### config.mk
export PLATFORM = sky130hd
export DESIGN_NAME = wlnf_mul
export DESIGN_NICKNAME = d
export VERILOG_FILES = /design/src/rtl/wlnf_pkg.sv /design/src/rtl/wlnf_mul.sv
export SDC_FILE = /design/constraint.sdc
export NUM_CORES = 2
export LEC_CHECK = 0
export BUFFER_PORTS_ARGS = -buffer_cell sky130_fd_sc_hd__buf_4
export CAP_MARGIN = 30
export CORE_ASPECT_RATIO = 2
export CORE_MARGIN = 4
export CORE_UTILIZATION = 41
export CTS_CLUSTER_SIZE = 24
export DETAILED_ROUTE_END_ITERATION = 12
export PLACE_DENSITY = 0.58
export SYNTH_ARGS = -nofsm -noshare
export SYNTH_HDL_FRONTEND = slang
export SYNTH_SLANG_ARGS = --single-unit
### constraint.sdc
create_clock -name clk_i -period 8.7 [get_ports clk_i]
set_input_delay 0.435 -clock clk_i [delete_from_list [all_inputs] [get_ports clk_i]]
set_output_delay 0.435 -clock clk_i [all_outputs]
set_load 0.02 [all_outputs]
### src/rtl/wlnf_pkg.sv
// wlnf_pkg: shared types, constants and saturation helpers for the warped
// lattice noise filter. No dependencies; imported by all rtl but wlnf_ram.
`timescale 1ns / 1ps

package wlnf_pkg;

  // default sizes
  localparam int DEF_CHANNELS  = 8;
  localparam int DEF_MAX_ORDER = 64;

  // fixed point units and limits
  localparam logic [31:0] Q28_ONE   = 32'h1000_0000;
  localparam logic [31:0] Q30_ONE   = 32'h4000_0000;
  localparam logic [31:0] SAT_MAX   = 32'h7FFF_FFFF;
  localparam logic [31:0] SAT_MIN   = 32'h8000_0000;
  localparam logic [6:0]  ORDER_RST = 7'd64;

  // configuration register indexes
  localparam logic CFG_ORDER  = 1'b0;
  localparam logic CFG_LAMBDA = 1'b1;

  // operation codes
  typedef enum logic [1:0] {
    OP_LOAD = 2'd0,
    OP_INIT = 2'd1,
    OP_EVAL = 2'd2,
    OP_UPD  = 2'd3
  } op_e;

  // sequencer states
  typedef enum logic [4:0] {
    ST_CLEAR,
    ST_IDLE,
    ST_LAMSQ,
    ST_LAMSQ2,
    ST_RD,
    ST_I0,
    ST_I1,
    ST_I2,
    ST_I3,
    ST_E0,
    ST_E1,
    ST_E2,
    ST_E3,
    ST_E4,
    ST_E5,
    ST_E6,
    ST_U0,
    ST_U1,
    ST_DIVW,
    ST_EF1,
    ST_OUT
  } st_e;

  // rounded multiply request
  typedef struct packed {
    logic signed [31:0] a;
    logic signed [31:0] b;
    logic               sh28;
  } mul_req_t;

  // gain divide request
  typedef struct packed {
    logic        start;
    logic [31:0] o;
  } div_req_t;

  // sign extend to the common sum width
  function automatic logic [37:0] ext32(input logic [31:0] v);
    return {{6{v[31]}}, v};
  endfunction

  function automatic logic [37:0] ext36(input logic [35:0] v);
    return {{2{v[35]}}, v};
  endfunction

  // clamp a sum to the signed 32-bit range
  function automatic logic [31:0] sat32(input logic [37:0] v);
    logic [31:0] r;
    if (!v[37] && (|v[36:31])) begin
      r = SAT_MAX;
    end else if (v[37] && !(&v[36:31])) begin
      r = SAT_MIN;
    end else begin
      r = v[31:0];
    end
    return r;
  endfunction

endpackage

### src/rtl/wlnf_mul.sv
// wlnf_mul: signed 32x32 multiply, round to nearest and shift by 28 or 30,
// result registered. Depends on wlnf_pkg.
`timescale 1ns / 1ps

module wlnf_mul (
  input  logic              clk_i,
  input  wlnf_pkg::mul_req_t req_i,
  output logic [35:0]       p_o
);

  import wlnf_pkg::*;

  logic signed [63:0] prod;
  logic signed [65:0] sum;
  logic signed [65:0] shifted;
  logic [35:0]        p_q;

  // product plus half an lsb, then arithmetic shift
  assign prod    = req_i.a * req_i.b;
  assign sum     = $signed({{2{prod[63]}}, prod})
                 + (req_i.sh28 ? 66'sd134217728 : 66'sd536870912);
  assign shifted = req_i.sh28 ? (sum >>> 28) : (sum >>> 30);

  always_ff @(posedge clk_i) begin
    p_q <= shifted[35:0];
  end

  assign p_o = p_q;

endmodule

==> summary.md <==
The logs give 67.1 mm for the met2 wire length and 0.0902 mm^2 for the core area. Dividing the detail-routed via count by the number of cells gives 5.17. The max-slew violation total from the final report is 0, and the count of state elements after synthesis is 36.

End point of the most critical hold path: p_o[6]. The class of the tightest hold or removal check is input pin to register. Max-cap violations in this run came to 0. Routability-driven placement finished with a final weighted congestion of 0.903.

For this block, wires on met1 add up to 32.2 mm. The critical path launch point type was an input pin. For the worst setup path, the data required time is 8.84 ns. Row generation in the floorplan step produced 156 rows.

The number of endpoints with negative hold slack in the final report was 0; the total half-perimeter wirelength after legalization and detailed placement was 96.6 mm. The H-tree generated during clock tree synthesis spans 2 levels. Fraction of the cycle the final worst path needs: 0.938. The worst-margin pin slew is 0.632 ns. The detail route stage leaves a number of antenna-violating nets equal to 0. Data arrives at the worst endpoint at 8.30 ns. After detailed routing, the average wire length per cell comes to 22.1 um. After clock tree synthesis, the clock-pin slew on the worst setup and hold paths is 0.06 ns.

Commonest non-fill, non-tap cell in the layout: fa_1. The run gives 30947 as the number of global-route vias before repair. The routed design uses 2.39 mm of met3 wire. After technology mapping, the gate count stands at 3951.

The flow ran to the end, and the final reports show no timing, DRC or antenna violations. For the sequential-to-total area share from yosys stat, the log shows 0.0194. For this run, design rule violations remaining after detail routing come to 0. The Yosys step of the flow raised 0 warnings. Setup repair after global routing left no endpoint under its margin. The total overflow left after global routing is 0. The count of cells in the finished layout, fillers not included, comes to 5070. The worst setup path is of the input pin to register kind. TritonCTS built the clock tree. In this run the clock root is driven by a clkbuf_16. The top layer used by detailed routing is met4. The mean instance size in the synthesized netlist is 9.41 um^2. The overall fraction of global-route tracks in use was 0.239. The tools report the pin count of the biggest net entering global routing as 49.

The initial antenna violation count is 1, and the die boundary height is 434 um. Measured along the x axis, the die boundary spans 221 um. The logs give 5 for the number of search-and-repair iterations in the first detailed-routing pass and 112 mm for the total wire length.

For this design, the CTS-stage hold fixing added 0 buffers. The ratio of cells with drive above 1 in the final layout was 0.0463. The area overhead of the layout relative to synthesis is 5.14%, and the final count of negative-setup-slack endpoints is 0.

The run gives 123 MHz as the highest achievable clock rate. The register with the most flip-flops in the layout has 36 of them. The run gives 2 as the number of buffers between clock root and the deepest sink.

Buffers placed on the I/O ports in this run total 101. Summed over all failing endpoints, the final setup total negative slack is 0 ns. The most critical setup path has its startpoint at req_i[9]. For the floorplan die area, the log shows 0.0958 mm^2. Along the worst path, the maximum fanout reaches 23. Top flip-flop cell by instance count after synthesis: dfxtp_1. The worst setup path is captured at a register.

When the netlist entered floorplanning its net count stood at 5287. The cell area that synthesis handed to floorplanning was 0.0372 mm^2. Leaving out fill and tap cells, the most frequent cells in the layout are fa_1, inv_1, nand2_1, and2_1, ha_1.

The count of placed standard cells including taps is 5061. After synthesis, the netlist uses 61 different library cells. Post-CTS repair changed the size of 0 cells. The first routing iteration left 1186 violations.

The beginning of the worst hold path was req_i[0]. The initial standard-cell utilization of the core is 0.412. CTS saw 36 sinks. In this run, synthesis inferred 0 flip-flops with an integrated enable. The first global-routing pass estimated 174 mm of wire. In this run the count of I/O pins placed on the die edge is 102.

The share of synthesized flip-flops with an asynchronous set or reset was 0; the time the worst path needs with I/O delays and setup was 8.16 ns. The number of setup buffers added after CTS is 0. The headroom to the max-slew limit was 0.578; the via count was 26209. The net count of the finished layout is 5219. The hold path depth was 4; the clock buffer count from CTS was 5.
## layout make-up
class / count / area (um^2)
inverters: 952 / 3570
multi-input cells: 2744 / 32000
diodes: 1 / 2.50
clock inverters: 3 / 42.5
flip-flops and latches: 36 / 721
fillers: 8967 / 51100
well taps: 1185 / 1480
clock buffers: 5 / 125
repair buffers: 144 / 1090
## worst max-delay path by stage
| stage | to | slack [ns] | cells past startpoint |
|---|---|---|---|
| detailed placement | p_o[31] | 0.29 | 27 |
| finish | p_o[31] | 0.54 | 28 |
| global route | p_o[31] | 0.15 | 28 |
| CTS | p_o[31] | 0.52 | 27 |
| global placement | p_o[31] | 0.32 | 28 |
| floorplan | p_o[35] | 0.62 | 25 |
## worst max-delay path: stages
cell	delay (ns)
buf_4	0.26
buf_4	0.26
nand2_1	0.11
fa_1	0.56
inv_1	0.05
fa_1	0.43
fa_1	0.49
inv_1	0.05
fa_1	0.47
inv_1	0.06
fa_1	0.51
inv_1	0.06
fa_1	0.54
inv_1	0.05
fa_1	0.50
fa_1	0.44
ha_1	0.34
a21oi_1	0.25
o21ai_0	0.15
a2111oi_0	0.49
buf_4	0.20
o311ai_0	0.22
o211ai_1	0.39
a31o_2	0.26
o21ai_0	0.14
a21oi_1	0.20
xor2_1	0.29
mux2i_1	0.13
## logic make-up (layout without fill, tap and decap cells)
kind of cell               after synthesis  count (layout)  synth area share
muxes                                   18              18           0.00525
buffers and inverters                 1171            1104             0.119
and+or+nand+nor                       1187            1187             0.159
adders and majority gates             1270            1270             0.648
xor gates and xnor gates                48              48            0.0113
AOI/OAI and AO/OA                      221             221            0.0388
DFF                                     36              36            0.0194
other                                    0               1                 0
## metrics by stage
step           utilization  setup WS, ns  area (um^2)  hold WS [ns]
4_1_cts              0.433         0.517        39100         0.789
6_report             0.433         0.541        39100         0.793
3_3_place_gp         0.432         0.318        38900         0.848
5_1_grt              0.433         0.149        39100         0.838
3_5_place_dp         0.432         0.292        38900         0.852
2_1_floorplan            -         0.616        37200         0.647
## cell usage after synthesis (all sizes together), types with 2 or more instances
cell     instances  area share
a21o            23      0.0046
and3             6      0.0010
o31ai            5      0.0013
o21bai          13      0.0026
nor2            65      0.0066
or3              2     0.00034
xor2            10      0.0024
buf              6     0.00094
o21a            11      0.0022
a21boi           2     0.00040
o221ai           3     0.00071
nand3            8      0.0011
inv            951       0.096
mux2            12      0.0036
xnor2           38      0.0090
fa            1091        0.59
a211oi           9      0.0021
nand4           18      0.0032
mux2i            6      0.0016
and4             3     0.00071
a31o             2     0.00047
a21oi           75       0.010
o2111ai          3     0.00071
o311a            2     0.00054
o211ai           8      0.0016
or2              2     0.00034
clkbuf         213       0.022
ha             179       0.060
and2           512       0.086
o21ai           43      0.0059
a221oi           2     0.00047
nand3b           2     0.00040
nor3            11      0.0015
nand2b          13      0.0023
a31oi            7      0.0013
a211o            2     0.00047
nor2b            4     0.00067
nand2          541       0.055
a41oi            2     0.00047
dfxtp           36       0.019
## layer usage
metal / up-vias / global-route usage
met5: - / 0
met4: 0 / 0.170
met3: 374 / 0.0129
met2: 671 / 0.494
met1: 14020 / 0.213
li1: 11144 / -
Power is left out: the tool's default activity adds up to more than one toggle a clock period on the data nets, which glitch-free logic cannot reach.
