**config.mk**
```make
export PLATFORM = sky130hd
export DESIGN_NAME = wlnf_div
export DESIGN_NICKNAME = d
export VERILOG_FILES = /design/src/rtl/wlnf_pkg.sv /design/src/rtl/wlnf_div.sv
export SDC_FILE = /design/constraint.sdc
export NUM_CORES = 1
export LEC_CHECK = 0
export ABC_AREA = 1
export ABC_CLOCK_PERIOD_IN_PS = 7350
export BUFFER_PORTS_ARGS = -buffer_cell sky130_fd_sc_hd__buf_2
export CORE_MARGIN = 8
export CORE_UTILIZATION = 40
export DETAILED_ROUTE_END_ITERATION = 8
export GPL_TIMING_DRIVEN = 0
export SLEW_MARGIN = 15
export SYNTH_ARGS = -nofsm -noshare
export SYNTH_HDL_FRONTEND = slang
export SYNTH_SLANG_ARGS = --single-unit
```
**constraint.sdc**
```tcl
create_clock -name clk_i -period 7.35 [get_ports clk_i]
set_input_delay 1.8375 -clock clk_i [delete_from_list [all_inputs] [get_ports clk_i]]
set_output_delay 1.8375 -clock clk_i [all_outputs]
set_load 0.02 [all_outputs]
```
**src/rtl/wlnf_pkg.sv**
```systemverilog
// wlnf_pkg: shared types, constants and saturation helpers for the warped
// lattice noise filter. No dependencies; imported by all rtl but wlnf_ram.
`timescale 1ns / 1ps

package wlnf_pkg;

  // default sizes
  localparam int DEF_CHANNELS  = 8;
  localparam int DEF_MAX_ORDER = 64;

  // fixed point units and limits
  localparam logic [31:0] Q28_ONE   = 32'h1000_0000;
  localparam logic [31:0] Q30_ONE   = 32'h4000_0000;
  localparam logic [31:0] SAT_MAX   = 32'h7FFF_FFFF;
  localparam logic [31:0] SAT_MIN   = 32'h8000_0000;
  localparam logic [6:0]  ORDER_RST = 7'd64;

  // configuration register indexes
  localparam logic CFG_ORDER  = 1'b0;
  localparam logic CFG_LAMBDA = 1'b1;

  // operation codes
  typedef enum logic [1:0] {
    OP_LOAD = 2'd0,
    OP_INIT = 2'd1,
    OP_EVAL = 2'd2,
    OP_UPD  = 2'd3
  } op_e;

  // sequencer states
  typedef enum logic [4:0] {
    ST_CLEAR,
    ST_IDLE,
    ST_LAMSQ,
    ST_LAMSQ2,
    ST_RD,
    ST_I0,
    ST_I1,
    ST_I2,
    ST_I3,
    ST_E0,
    ST_E1,
    ST_E2,
    ST_E3,
    ST_E4,
    ST_E5,
    ST_E6,
    ST_U0,
    ST_U1,
    ST_DIVW,
    ST_EF1,
    ST_OUT
  } st_e;

  // rounded multiply request
  typedef struct packed {
    logic signed [31:0] a;
    logic signed [31:0] b;
    logic               sh28;
  } mul_req_t;

  // gain divide request
  typedef struct packed {
    logic        start;
    logic [31:0] o;
  } div_req_t;

  // sign extend to the common sum width
  function automatic logic [37:0] ext32(input logic [31:0] v);
    return {{6{v[31]}}, v};
  endfunction

  function automatic logic [37:0] ext36(input logic [35:0] v);
    return {{2{v[35]}}, v};
  endfunction

  // clamp a sum to the signed 32-bit range
  function automatic logic [31:0] sat32(input logic [37:0] v);
    logic [31:0] r;
    if (!v[37] && (|v[36:31])) begin
      r = SAT_MAX;
    end else if (v[37] && !(&v[36:31])) begin
      r = SAT_MIN;
    end else begin
      r = v[31:0];
    end
    return r;
  endfunction

endpackage

```
**src/rtl/wlnf_div.sv**
```systemverilog
// wlnf_div: bit-serial restoring divider that turns o into the gain -1/o,
// rounded and saturated to Q4.28. Depends on wlnf_pkg.
`timescale 1ns / 1ps

module wlnf_div (
  input  logic              clk_i,
  input  logic              rst_ni,
  input  wlnf_pkg::div_req_t req_i,
  output logic              done_o,
  output logic [31:0]       gain_o
);

  import wlnf_pkg::*;

  logic        busy_q, fin_q, done_q;
  logic [5:0]  cnt_q;
  logic [31:0] mag_q, rem_q, gain_q;
  logic        neg_q;
  logic [56:0] quo_q;

  logic [32:0] rem_sh, rem_sub;
  logic        fits;
  logic [32:0] half;
  logic [57:0] q_rnd;
  logic [32:0] q_clp;
  logic [32:0] q_neg;

  // one quotient bit a cycle, dividend is 2^56
  assign rem_sh  = {rem_q, (cnt_q == 6'd56)};
  assign fits    = rem_sh >= {1'b0, mag_q};
  assign rem_sub = rem_sh - {1'b0, mag_q};

  // round half up on the remainder, clamp at 2^31, apply sign
  assign half  = ({1'b0, mag_q} + 33'd1) >> 1;
  assign q_rnd = {1'b0, quo_q} + {57'd0, ({1'b0, rem_q} >= half)};
  assign q_clp = (q_rnd > 58'h0_8000_0000) ? 33'h0_8000_0000 : q_rnd[32:0];
  assign q_neg = ~q_clp + 33'd1;

  // control flags
  always_ff @(posedge clk_i or negedge rst_ni) begin
    if (!rst_ni) begin
      busy_q <= 1'b0;
      fin_q  <= 1'b0;
      done_q <= 1'b0;
      cnt_q  <= 6'd0;
    end else begin
      done_q <= fin_q;
      fin_q  <= 1'b0;
      if (req_i.start) begin
        busy_q <= 1'b1;
        cnt_q  <= 6'd56;
      end else if (busy_q) begin
        if (cnt_q == 6'd0) begin
          busy_q <= 1'b0;
          fin_q  <= 1'b1;
        end else begin
          cnt_q <= cnt_q - 6'd1;
        end
      end
    end
  end

  // datapath
  always_ff @(posedge clk_i) begin
    if (req_i.start) begin
      mag_q <= req_i.o[31] ? (~req_i.o + 32'd1) : req_i.o;
      neg_q <= req_i.o[31];
      rem_q <= 32'd0;
      quo_q <= 57'd0;
    end else if (busy_q) begin
      rem_q <= fits ? rem_sub[31:0] : rem_sh[31:0];
      quo_q <= {quo_q[55:0], fits};
    end
    if (fin_q) begin
      if (neg_q) begin
        gain_q <= q_clp[31] ? SAT_MAX : q_clp[31:0];
      end else begin
        gain_q <= q_neg[31:0];
      end
    end
  end

  assign done_o = done_q;
  assign gain_o = gain_q;

endmodule

```
==> results of run 1 <==
==> power by group through the flow <==
stage,clock [mW],combinational (mW),sequential [mW]
floorplan,0,1.14,1.15
global placement,0,1.48,1.18
detailed placement,0,1.50,1.18
CTS,0.914,1.54,1.16
global route,0.954,1.80,1.18
finish,0.902,1.59,1.16
==> routing by layer <==
metal	routed length [um]	vias to the layer above	part of all wire, %	global-route usage, %
met2	17800	354	46	33.5
met5	0	-	0	0
met3	1940	57	5.0	2.66
met1	18300	5915	47	26.9
li1	-	6543	-	-
met4	893	0	2.3	6.43
==> cell usage in the layout, fill, tap and decap left out, types with 12 or more instances in the layout <==
master     count
inv_1        235
o22ai_1       66
ha_1          66
nor2_2        17
nand3_1      109
buf_2         72
nand2_1      463
o21ai_0       85
clkbuf_16     17
edfxtp_1      65
nand2_2       24
o41ai_1       22
dfxtp_1       89
nor2_4        12
a21oi_1       73
buf_4         24
inv_2         14
nand4_1       40
nor2_1       205
xor2_1        60
xnor2_1       29
o21ai_1       22
clkbuf_1      29
nor3_1        30
==> cells by family (layout without fill, tap and decap cells) <==
kind of cell | count (synthesis) | in the layout | share of synthesized area [%]
adders and majority gates | 71 | 71 | 6.93
and+or+nand+nor | 940 | 940 | 31.9
DFF | 163 | 163 | 30.6
xor gates and xnor gates | 92 | 92 | 6.23
buffers and inverters | 296 | 415 | 8.93
AOI/OAI and AO/OA | 326 | 326 | 15.4
==> cell usage after synthesis, drive strengths merged <==
| master | instances |
|---|---|
| a21boi | 4 |
| nand3 | 117 |
| o221a | 2 |
| ha | 70 |
| or4 | 1 |
| o31ai | 3 |
| dfxtp | 89 |
| nand4 | 40 |
| nand2 | 492 |
| xnor2 | 29 |
| nor3 | 36 |
| clkinv | 2 |
| o21bai | 1 |
| a32o | 9 |
| o221ai | 2 |
| a221oi | 1 |
| buf | 16 |
| fa | 1 |
| nand3b | 3 |
| a21oi | 75 |
| dfrtp | 9 |
| o22ai | 66 |
| nor4 | 2 |
| inv | 249 |
| o41ai | 22 |
| o21ai | 110 |
| xor2 | 63 |
| clkbuf | 29 |
| o21a | 6 |
| and3 | 2 |
| a21o | 2 |
| a211oi | 4 |
| a31oi | 5 |
| or3 | 1 |
| and2 | 1 |
| o211ai | 14 |
| edfxtp | 65 |
| or2 | 5 |
| nor2 | 240 |
==> sequential cells by signal (all words and copies together), names as in the netlist <==
name	flops
rem_q	32
neg_q	1
mag_q	32
quo_q	57
busy_q	1
fin_q	1
gain_o	32
done_o	1
cnt_q	6
==> final timing paths <==
check | to | depth (start not counted)
worst max-delay path | gain_o[12]$_DFFE_PP_ | 47
worst min-delay path | cnt_q[1]$_DFFE_PN0P_ | 2
worst max register to register | gain_o[12]$_DFFE_PP_ | 47
worst min register to register | cnt_q[1]$_DFFE_PN0P_ | 2
max in group asynchronous | fin_q$_DFF_PN0_ | 1
min in group asynchronous | done_o$_DFF_PN0_ | 1
==> critical path, delay by kind of cell, from the launching register on <==
kind	cells	cell delay [ps]
XOR/XNOR	2	320
flip-flops	1	390
buffers and inverters	6	650
AO/OA/AOI/OAI	4	560
AND/OR/NAND/NOR	30	3600
adder cells (fa/ha/maj)	5	1110
==> timing repair <==
item,CTS,global route
gates resized for setup,37,24
endpoints found under the setup margin,32,32
setup buffers,12,9
pin swaps,10,13
==> per-stage QoR <==
stage | cell area, um^2 | cells | setup TNS, ps | util, % | worst slack, ps
after global routing | 14800 | 2415 | -20.5 | 45.9 | -10.6
after floorplan | 12900 | 1888 | 0 | - | 978
after global placement | 13800 | 2363 | -17200 | 42.8 | -928
after detailed placement | 13800 | 2363 | -20680 | 42.8 | -1050
final | 14800 | 2415 | 0 | 45.9 | 448
after CTS | 14600 | 2407 | 0 | 45.3 | 24.1
==> area by class of cell <==
| cell class | instances | share of cell area [%] |
|---|---|---|
| multi-input combinational | 1429 | 54.6 |
| tap | 408 | 3.46 |
| sequential | 163 | 26.8 |
| timing repair buffer | 88 | 3.34 |
| clock inverter | 14 | 0.966 |
| clock buffer | 18 | 2.97 |
| inverter | 251 | 6.38 |
| buffer | 44 | 1.47 |
==> results_tabular.tex, run 1 <==
\begin{tabular}{lr}
\hline
Metric & Value \\
\hline
\multicolumn{2}{l}{\textbf{Logic synthesis}} \\
Fraction of synthesized cell area taken by the top area cell type & approximately 15\% \\
Sequential area share after synthesis & between 30\% and 40\% \\
Unique cell type count in the Yosys netlist & 56 \\
Synth Instances & around 1900 \\
Leading area contributor after synthesis & edfxtp\_1 \\
Area of the mapped netlist & 0.0129 mm\^{}2 \\
Syn avg cell area & 6.85 um\^{}2 \\
Post-synth net total & approximately 2000 \\
Biggest area contributors in the synthesized netlist & edfxtp\_1 15\%, dfxtp\_1 14\%, nand2\_1 14\%, inv\_1 6.9\%, ha\_1 6.8\% \\
Register bit total from synthesis & 163 \\
Yosys warning total & 0 \\
\multicolumn{2}{l}{\textbf{Pwr}} \\
Sequential Power Share & a little under a third \\
Total power density per cell area & between 200 and 250 mW/mm\^{}2 \\
Net switching power & around 1.5 mW \\
Clock power share & about a quarter \\
Maximum VDD drop & 0.176 mV \\
Power share of the combinational group & a little over two fifths \\
Power after layout & around 3.7 mW \\
Leakage power & around 6.7 nW \\
Fraction of power spent switching nets & between 40\% and 50\% \\
P\_int & $\sim$2.2 mW \\
\multicolumn{2}{l}{\textbf{Clocking}} \\
Clock slew at the register clock pins of the worst setup and hold paths & 70 ps \\
Maximum root-to-sink buffer count & 2 \\
Clock latency on the worst-skew pair & between 400 and 500 ps \\
Clock root cell & clkbuf\_16 \\
H-Tree Level Count & 4 \\
TritonCTS clock tree & built \\
Total number of clock tree sinks & 163 \\
TritonCTS buffer count & 17 \\
Total of hold buffers inserted after clock tree synthesis & 0 \\
\multicolumn{2}{l}{\textbf{Critical path}} \\
Required @ worst endpoint & 7530 ps \\
Cell at the slowest stage of the critical path & edfxtp\_1 \\
CP Class & reg -> reg \\
Sort of element at the start of the critical path & register \\
Arrival time at the worst endpoint & 7080 ps \\
Largest stage delay, worst path & around 390 ps \\
Worst reg2reg path startpoint & mag\_q[1]\$\_DFFE\_PP\_ \\
Register-to-register path setup slack & roughly 450 ps \\
Max FO, Critical Path & 19 \\
Critical path's most frequent cell & nand2\_1 \\
Crit. End Element & register \\
Launch point of the worst path & mag\_q[1]\$\_DFFE\_PP\_ \\
\multicolumn{2}{l}{\textbf{STA}} \\
Fmax achieved & 145 MHz \\
Clock skew after layout & approximately 14 ps \\
Hold Worst Slack & 483 ps \\
Transition at the pin with the smallest max-transition slack & roughly 790 ps \\
Final-report max-slew violation count & 0 \\
Time the final worst path needs with I/O delays and setup & between 6000 and 7000 ps \\
Final worst path period share & a little over nine tenths \\
Final setup fails & 0 \\
Final hold violations & 0 \\
Relative max-transition margin & a little under half \\
\multicolumn{2}{l}{\textbf{Routing}} \\
Iteration-0 DRC Markers & roughly 1000 \\
Via density per instance & roughly 5.3 \\
Number of nets with antenna violations after routing & 0 \\
DRC Markers & 0 \\
Detailed-routing iteration count for the pre-antenna-repair pass & 7 \\
Total wirelength of the detailed-routed design & 38900 um \\
Total via count in the routed design & approximately 13000 \\
WL per Instance & 16.1 um \\
\multicolumn{2}{l}{\textbf{Finish}} \\
Layout Nets & 2100 \\
FF+latch area & slightly below 0.004 mm\^{}2 \\
Diode count & 0 \\
Multi-input gate area & $\sim$0.0081 mm\^{}2 \\
Number of fill cells in the layout & 3334 \\
Fraction of layout cells with a size suffix above 1 & about 12\% \\
Growth of design area from synthesis to finish & 14.2\% \\
\multicolumn{2}{l}{\textbf{Floorplan}} \\
Die area & between 0.03 and 0.04 mm\^{}2 \\
Count of boundary I/O pins & between 60 and 70 \\
Initial cell density of the core & between 40\% and 50\% \\
Core Area & 0.0322 mm\^{}2 \\
Row count & 66 \\
Horizontal extent of the die & between 150 and 200 um \\
Height of the die & approximately 200 um \\
\multicolumn{2}{l}{\textbf{Global routing}} \\
Maximum number of pins on one net before global-route repair & 35 \\
Gr usage total & about 20\% \\
Antenna violations before repair & 0 \\
Residual overflow from global routing & 0 \\
Wire length of the first global-routing pass & between 60000 and 70000 um \\
Via count of the first global-routing pass & 12253 \\
\multicolumn{2}{l}{\textbf{Place}} \\
Port Buffers & 67 \\
Half-perimeter wire length after detailed placement & about 31000 um \\
Final estimated routing congestion in global placement & around 0.92 \\
\multicolumn{2}{l}{\textbf{Min path}} \\
Worst hold start & cnt\_q[1]\$\_DFFE\_PN0P\_ \\
Worst min-delay path category & reg -> reg \\
\multicolumn{2}{l}{\textbf{Flow run}} \\
Number of max-cap violations & 0 \\
\multicolumn{2}{l}{\textbf{Run status}} \\
Result of the run & complete, no violations \\
\hline
\end{tabular}
(Power assumes the default switching activity.)
==> run 2: changes to the inputs <==
--- a/config.mk
+++ b/config.mk
@@ -8,7 +8,6 @@
 export ABC_AREA = 1
 export ABC_CLOCK_PERIOD_IN_PS = 7350
 export BUFFER_PORTS_ARGS = -buffer_cell sky130_fd_sc_hd__buf_2
-export CORE_MARGIN = 8
 export CORE_UTILIZATION = 40
 export DETAILED_ROUTE_END_ITERATION = 8
 export GPL_TIMING_DRIVEN = 0
==> results_tabular.tex, run 2 (same netlist as run 1, synthesis figures left out) <==
\begin{tabular}{lr}
\hline
Metric & Value \\
\hline
\multicolumn{2}{l}{\textbf{Global routing}} \\
Maximum number of pins on one net before global-route repair & 35 \\
Gr usage total & a little under a quarter \\
Via count of the first global-routing pass & around 12000 \\
Antenna violations before repair & 0 \\
Wire length of the first global-routing pass & around 60000 um \\
Residual overflow from global routing & 0 \\
\multicolumn{2}{l}{\textbf{Pwr}} \\
Net switching power & roughly 1.4 mW \\
Clock power share & 24.7\% \\
Power share of the combinational group & 42.7\% \\
Fraction of power spent switching nets & 40.4\% \\
Total power density per cell area & $\sim$240 mW/mm\^{}2 \\
Power after layout & approximately 3.6 mW \\
Sequential Power Share & around a third \\
P\_int & 2.13 mW \\
Maximum VDD drop & 0.159 mV \\
Leakage power & 6.71 nW \\
\multicolumn{2}{l}{\textbf{Flow run}} \\
Number of max-cap violations & 0 \\
\multicolumn{2}{l}{\textbf{STA}} \\
Transition at the pin with the smallest max-transition slack & $\sim$770 ps \\
Final setup fails & 0 \\
Clock skew after layout & roughly 12 ps \\
Final hold violations & 0 \\
Relative max-transition margin & between 40\% and 50\% \\
Time the final worst path needs with I/O delays and setup & 6790 ps \\
Fmax achieved & about 150 MHz \\
Final worst path period share & between 90 and 100\% \\
Final-report max-slew violation count & 0 \\
\multicolumn{2}{l}{\textbf{Clocking}} \\
Total of hold buffers inserted after clock tree synthesis & 0 \\
Total number of clock tree sinks & about 160 \\
Clock latency on the worst-skew pair & between 400 and 500 ps \\
Clock root cell & clkbuf\_16 \\
TritonCTS clock tree & built \\
Clock slew at the register clock pins of the worst setup and hold paths & around 70 ps \\
TritonCTS buffer count & 17 \\
H-Tree Level Count & 4 \\
Maximum root-to-sink buffer count & 2 \\
\multicolumn{2}{l}{\textbf{Floorplan}} \\
Initial cell density of the core & just over 40\% \\
Height of the die & between 150 and 200 um \\
Die area & approximately 0.033 mm\^{}2 \\
Horizontal extent of the die & 182 um \\
Count of boundary I/O pins & 68 \\
Row count & between 60 and 70 \\
Core Area & $\sim$0.032 mm\^{}2 \\
\multicolumn{2}{l}{\textbf{Min path}} \\
Worst min-delay path category & reg -> reg \\
Worst hold start & cnt\_q[1]\$\_DFFE\_PN0P\_ \\
\multicolumn{2}{l}{\textbf{Routing}} \\
Number of nets with antenna violations after routing & 0 \\
Iteration-0 DRC Markers & between 800 and 900 \\
WL per Instance & around 15 um \\
Detailed-routing iteration count for the pre-antenna-repair pass & 6 \\
Total wirelength of the detailed-routed design & around 37000 um \\
DRC Markers & 0 \\
Via density per instance & around 5.3 \\
Total via count in the routed design & 12703 \\
\multicolumn{2}{l}{\textbf{Critical path}} \\
Worst reg2reg path startpoint & mag\_q[0]\$\_DFFE\_PP\_ \\
Required @ worst endpoint & between 7000 and 8000 ps \\
Arrival time at the worst endpoint & approximately 7000 ps \\
CP Class & reg -> reg \\
Largest stage delay, worst path & between 300 and 400 ps \\
Crit. End Element & register \\
Launch point of the worst path & mag\_q[0]\$\_DFFE\_PP\_ \\
Critical path's most frequent cell & nor2\_2 \\
Sort of element at the start of the critical path & register \\
Cell at the slowest stage of the critical path & edfxtp\_1 \\
Max FO, Critical Path & 19 \\
\multicolumn{2}{l}{\textbf{Place}} \\
Port Buffers & between 60 and 70 \\
Half-perimeter wire length after detailed placement & approximately 30000 um \\
Final estimated routing congestion in global placement & between 0.9 and 1 \\
Placed standard-cell area & $\sim$0.014 mm\^{}2 \\
\multicolumn{2}{l}{\textbf{Finish}} \\
Final design area excluding fillers & $\sim$0.015 mm\^{}2 \\
Fraction of layout cells with a size suffix above 1 & 12.8\% \\
Most common cell after layout, fill and taps aside & nand2\_1 \\
Growth of design area from synthesis to finish & 14.6\% \\
Layout Nets & 2100 \\
Diode count & 0 \\
Top library cells by usage in the layout, fill and taps aside & 459 x nand2\_1, 235 x inv\_1, 201 x nor2\_1 \\
Largest register FFs & between 50 and 60 \\
Number of fill cells in the layout & approximately 3300 \\
Most flops, register & quo\_q \\
\multicolumn{2}{l}{\textbf{Run status}} \\
Result of the run & complete, no violations \\
\hline
\end{tabular}
==> run 2: final timing paths <==
path | endpoint | slack (ps) | depth (start not counted)
worst max-delay path | gain_o[10]$_DFFE_PP_ | 560 | 48
worst min-delay path | cnt_q[1]$_DFFE_PN0P_ | 490 | 2
worst max register to register | gain_o[10]$_DFFE_PP_ | 560 | 48
worst min register to register | cnt_q[1]$_DFFE_PN0P_ | 490 | 2
max in group asynchronous | fin_q$_DFF_PN0_ | 5930 | 1
min in group asynchronous | cnt_q[3]$_DFFE_PN0P_ | 1230 | 1
==> run 2: critical path, delay by kind of cell, from the launching register on <==
family | cells | cell delay [ps]
XOR/XNOR | 1 | 130
flip-flops | 1 | 360
AO/OA/AOI/OAI | 4 | 550
AND/OR/NAND/NOR | 31 | 3740
buffers and inverters | 7 | 700
adder cells (fa/ha/maj) | 5 | 1110
==> run 2: area by class of cell <==
class                      instances  area (um^2)  area share (%)
buffer                            44          218            1.47
sequential                       163         3960            26.7
inverter                         251          945            6.37
multi-input combinational       1429         8130            54.8
clock buffer                      21          493            3.33
timing repair buffer              88          493            3.33
clock inverter                    11         82.6           0.557
tap                              402          503            3.39
==> run 2: stage by stage <==
step | std cells | hold WS [ps] | util [%] | setup WS [ps] | setup TNS (ps)
2_1_floorplan | 1888 | 452 | - | 978 | 0
3_3_place_gp | 2357 | 472 | 43.4 | -626 | -8430
3_5_place_dp | 2357 | 482 | 43.4 | -745 | -12890
4_1_cts | 2400 | 499 | 45.8 | 37.7 | 0
5_1_grt | 2409 | 531 | 46.7 | -37.2 | -46.4
6_report | 2409 | 491 | 46.7 | 558 | 0
==> run 2: power groups by stage <==
| stage | Sequential (mW) | Combinational, mW | Clock, mW |
|---|---|---|---|
| global placement | 1.18 | 1.46 | 0 |
| finish | 1.17 | 1.53 | 0.884 |
| floorplan | 1.15 | 1.14 | 0 |
| global route | 1.18 | 1.73 | 0.937 |
| CTS | 1.16 | 1.51 | 0.904 |
| detailed placement | 1.18 | 1.48 | 0 |
==> run 2: timing repair <==
item / 4_1_cts / 5_1_grt
setup endpoints to repair: 32 / 32
pin swaps: 6 / 18
buffers inserted: 11 / 10
hold endpoints to repair: 0 / 0
resized for setup: 20 / 57
==> run 2: per-layer routing <==
metal	up-vias	wire length, um	global-route usage, %
li1	6539	-	-
met1	5826	16800	27.9
met2	283	18000	40.4
met3	55	1440	3.45
met4	0	850	7.56
met5	-	0	0
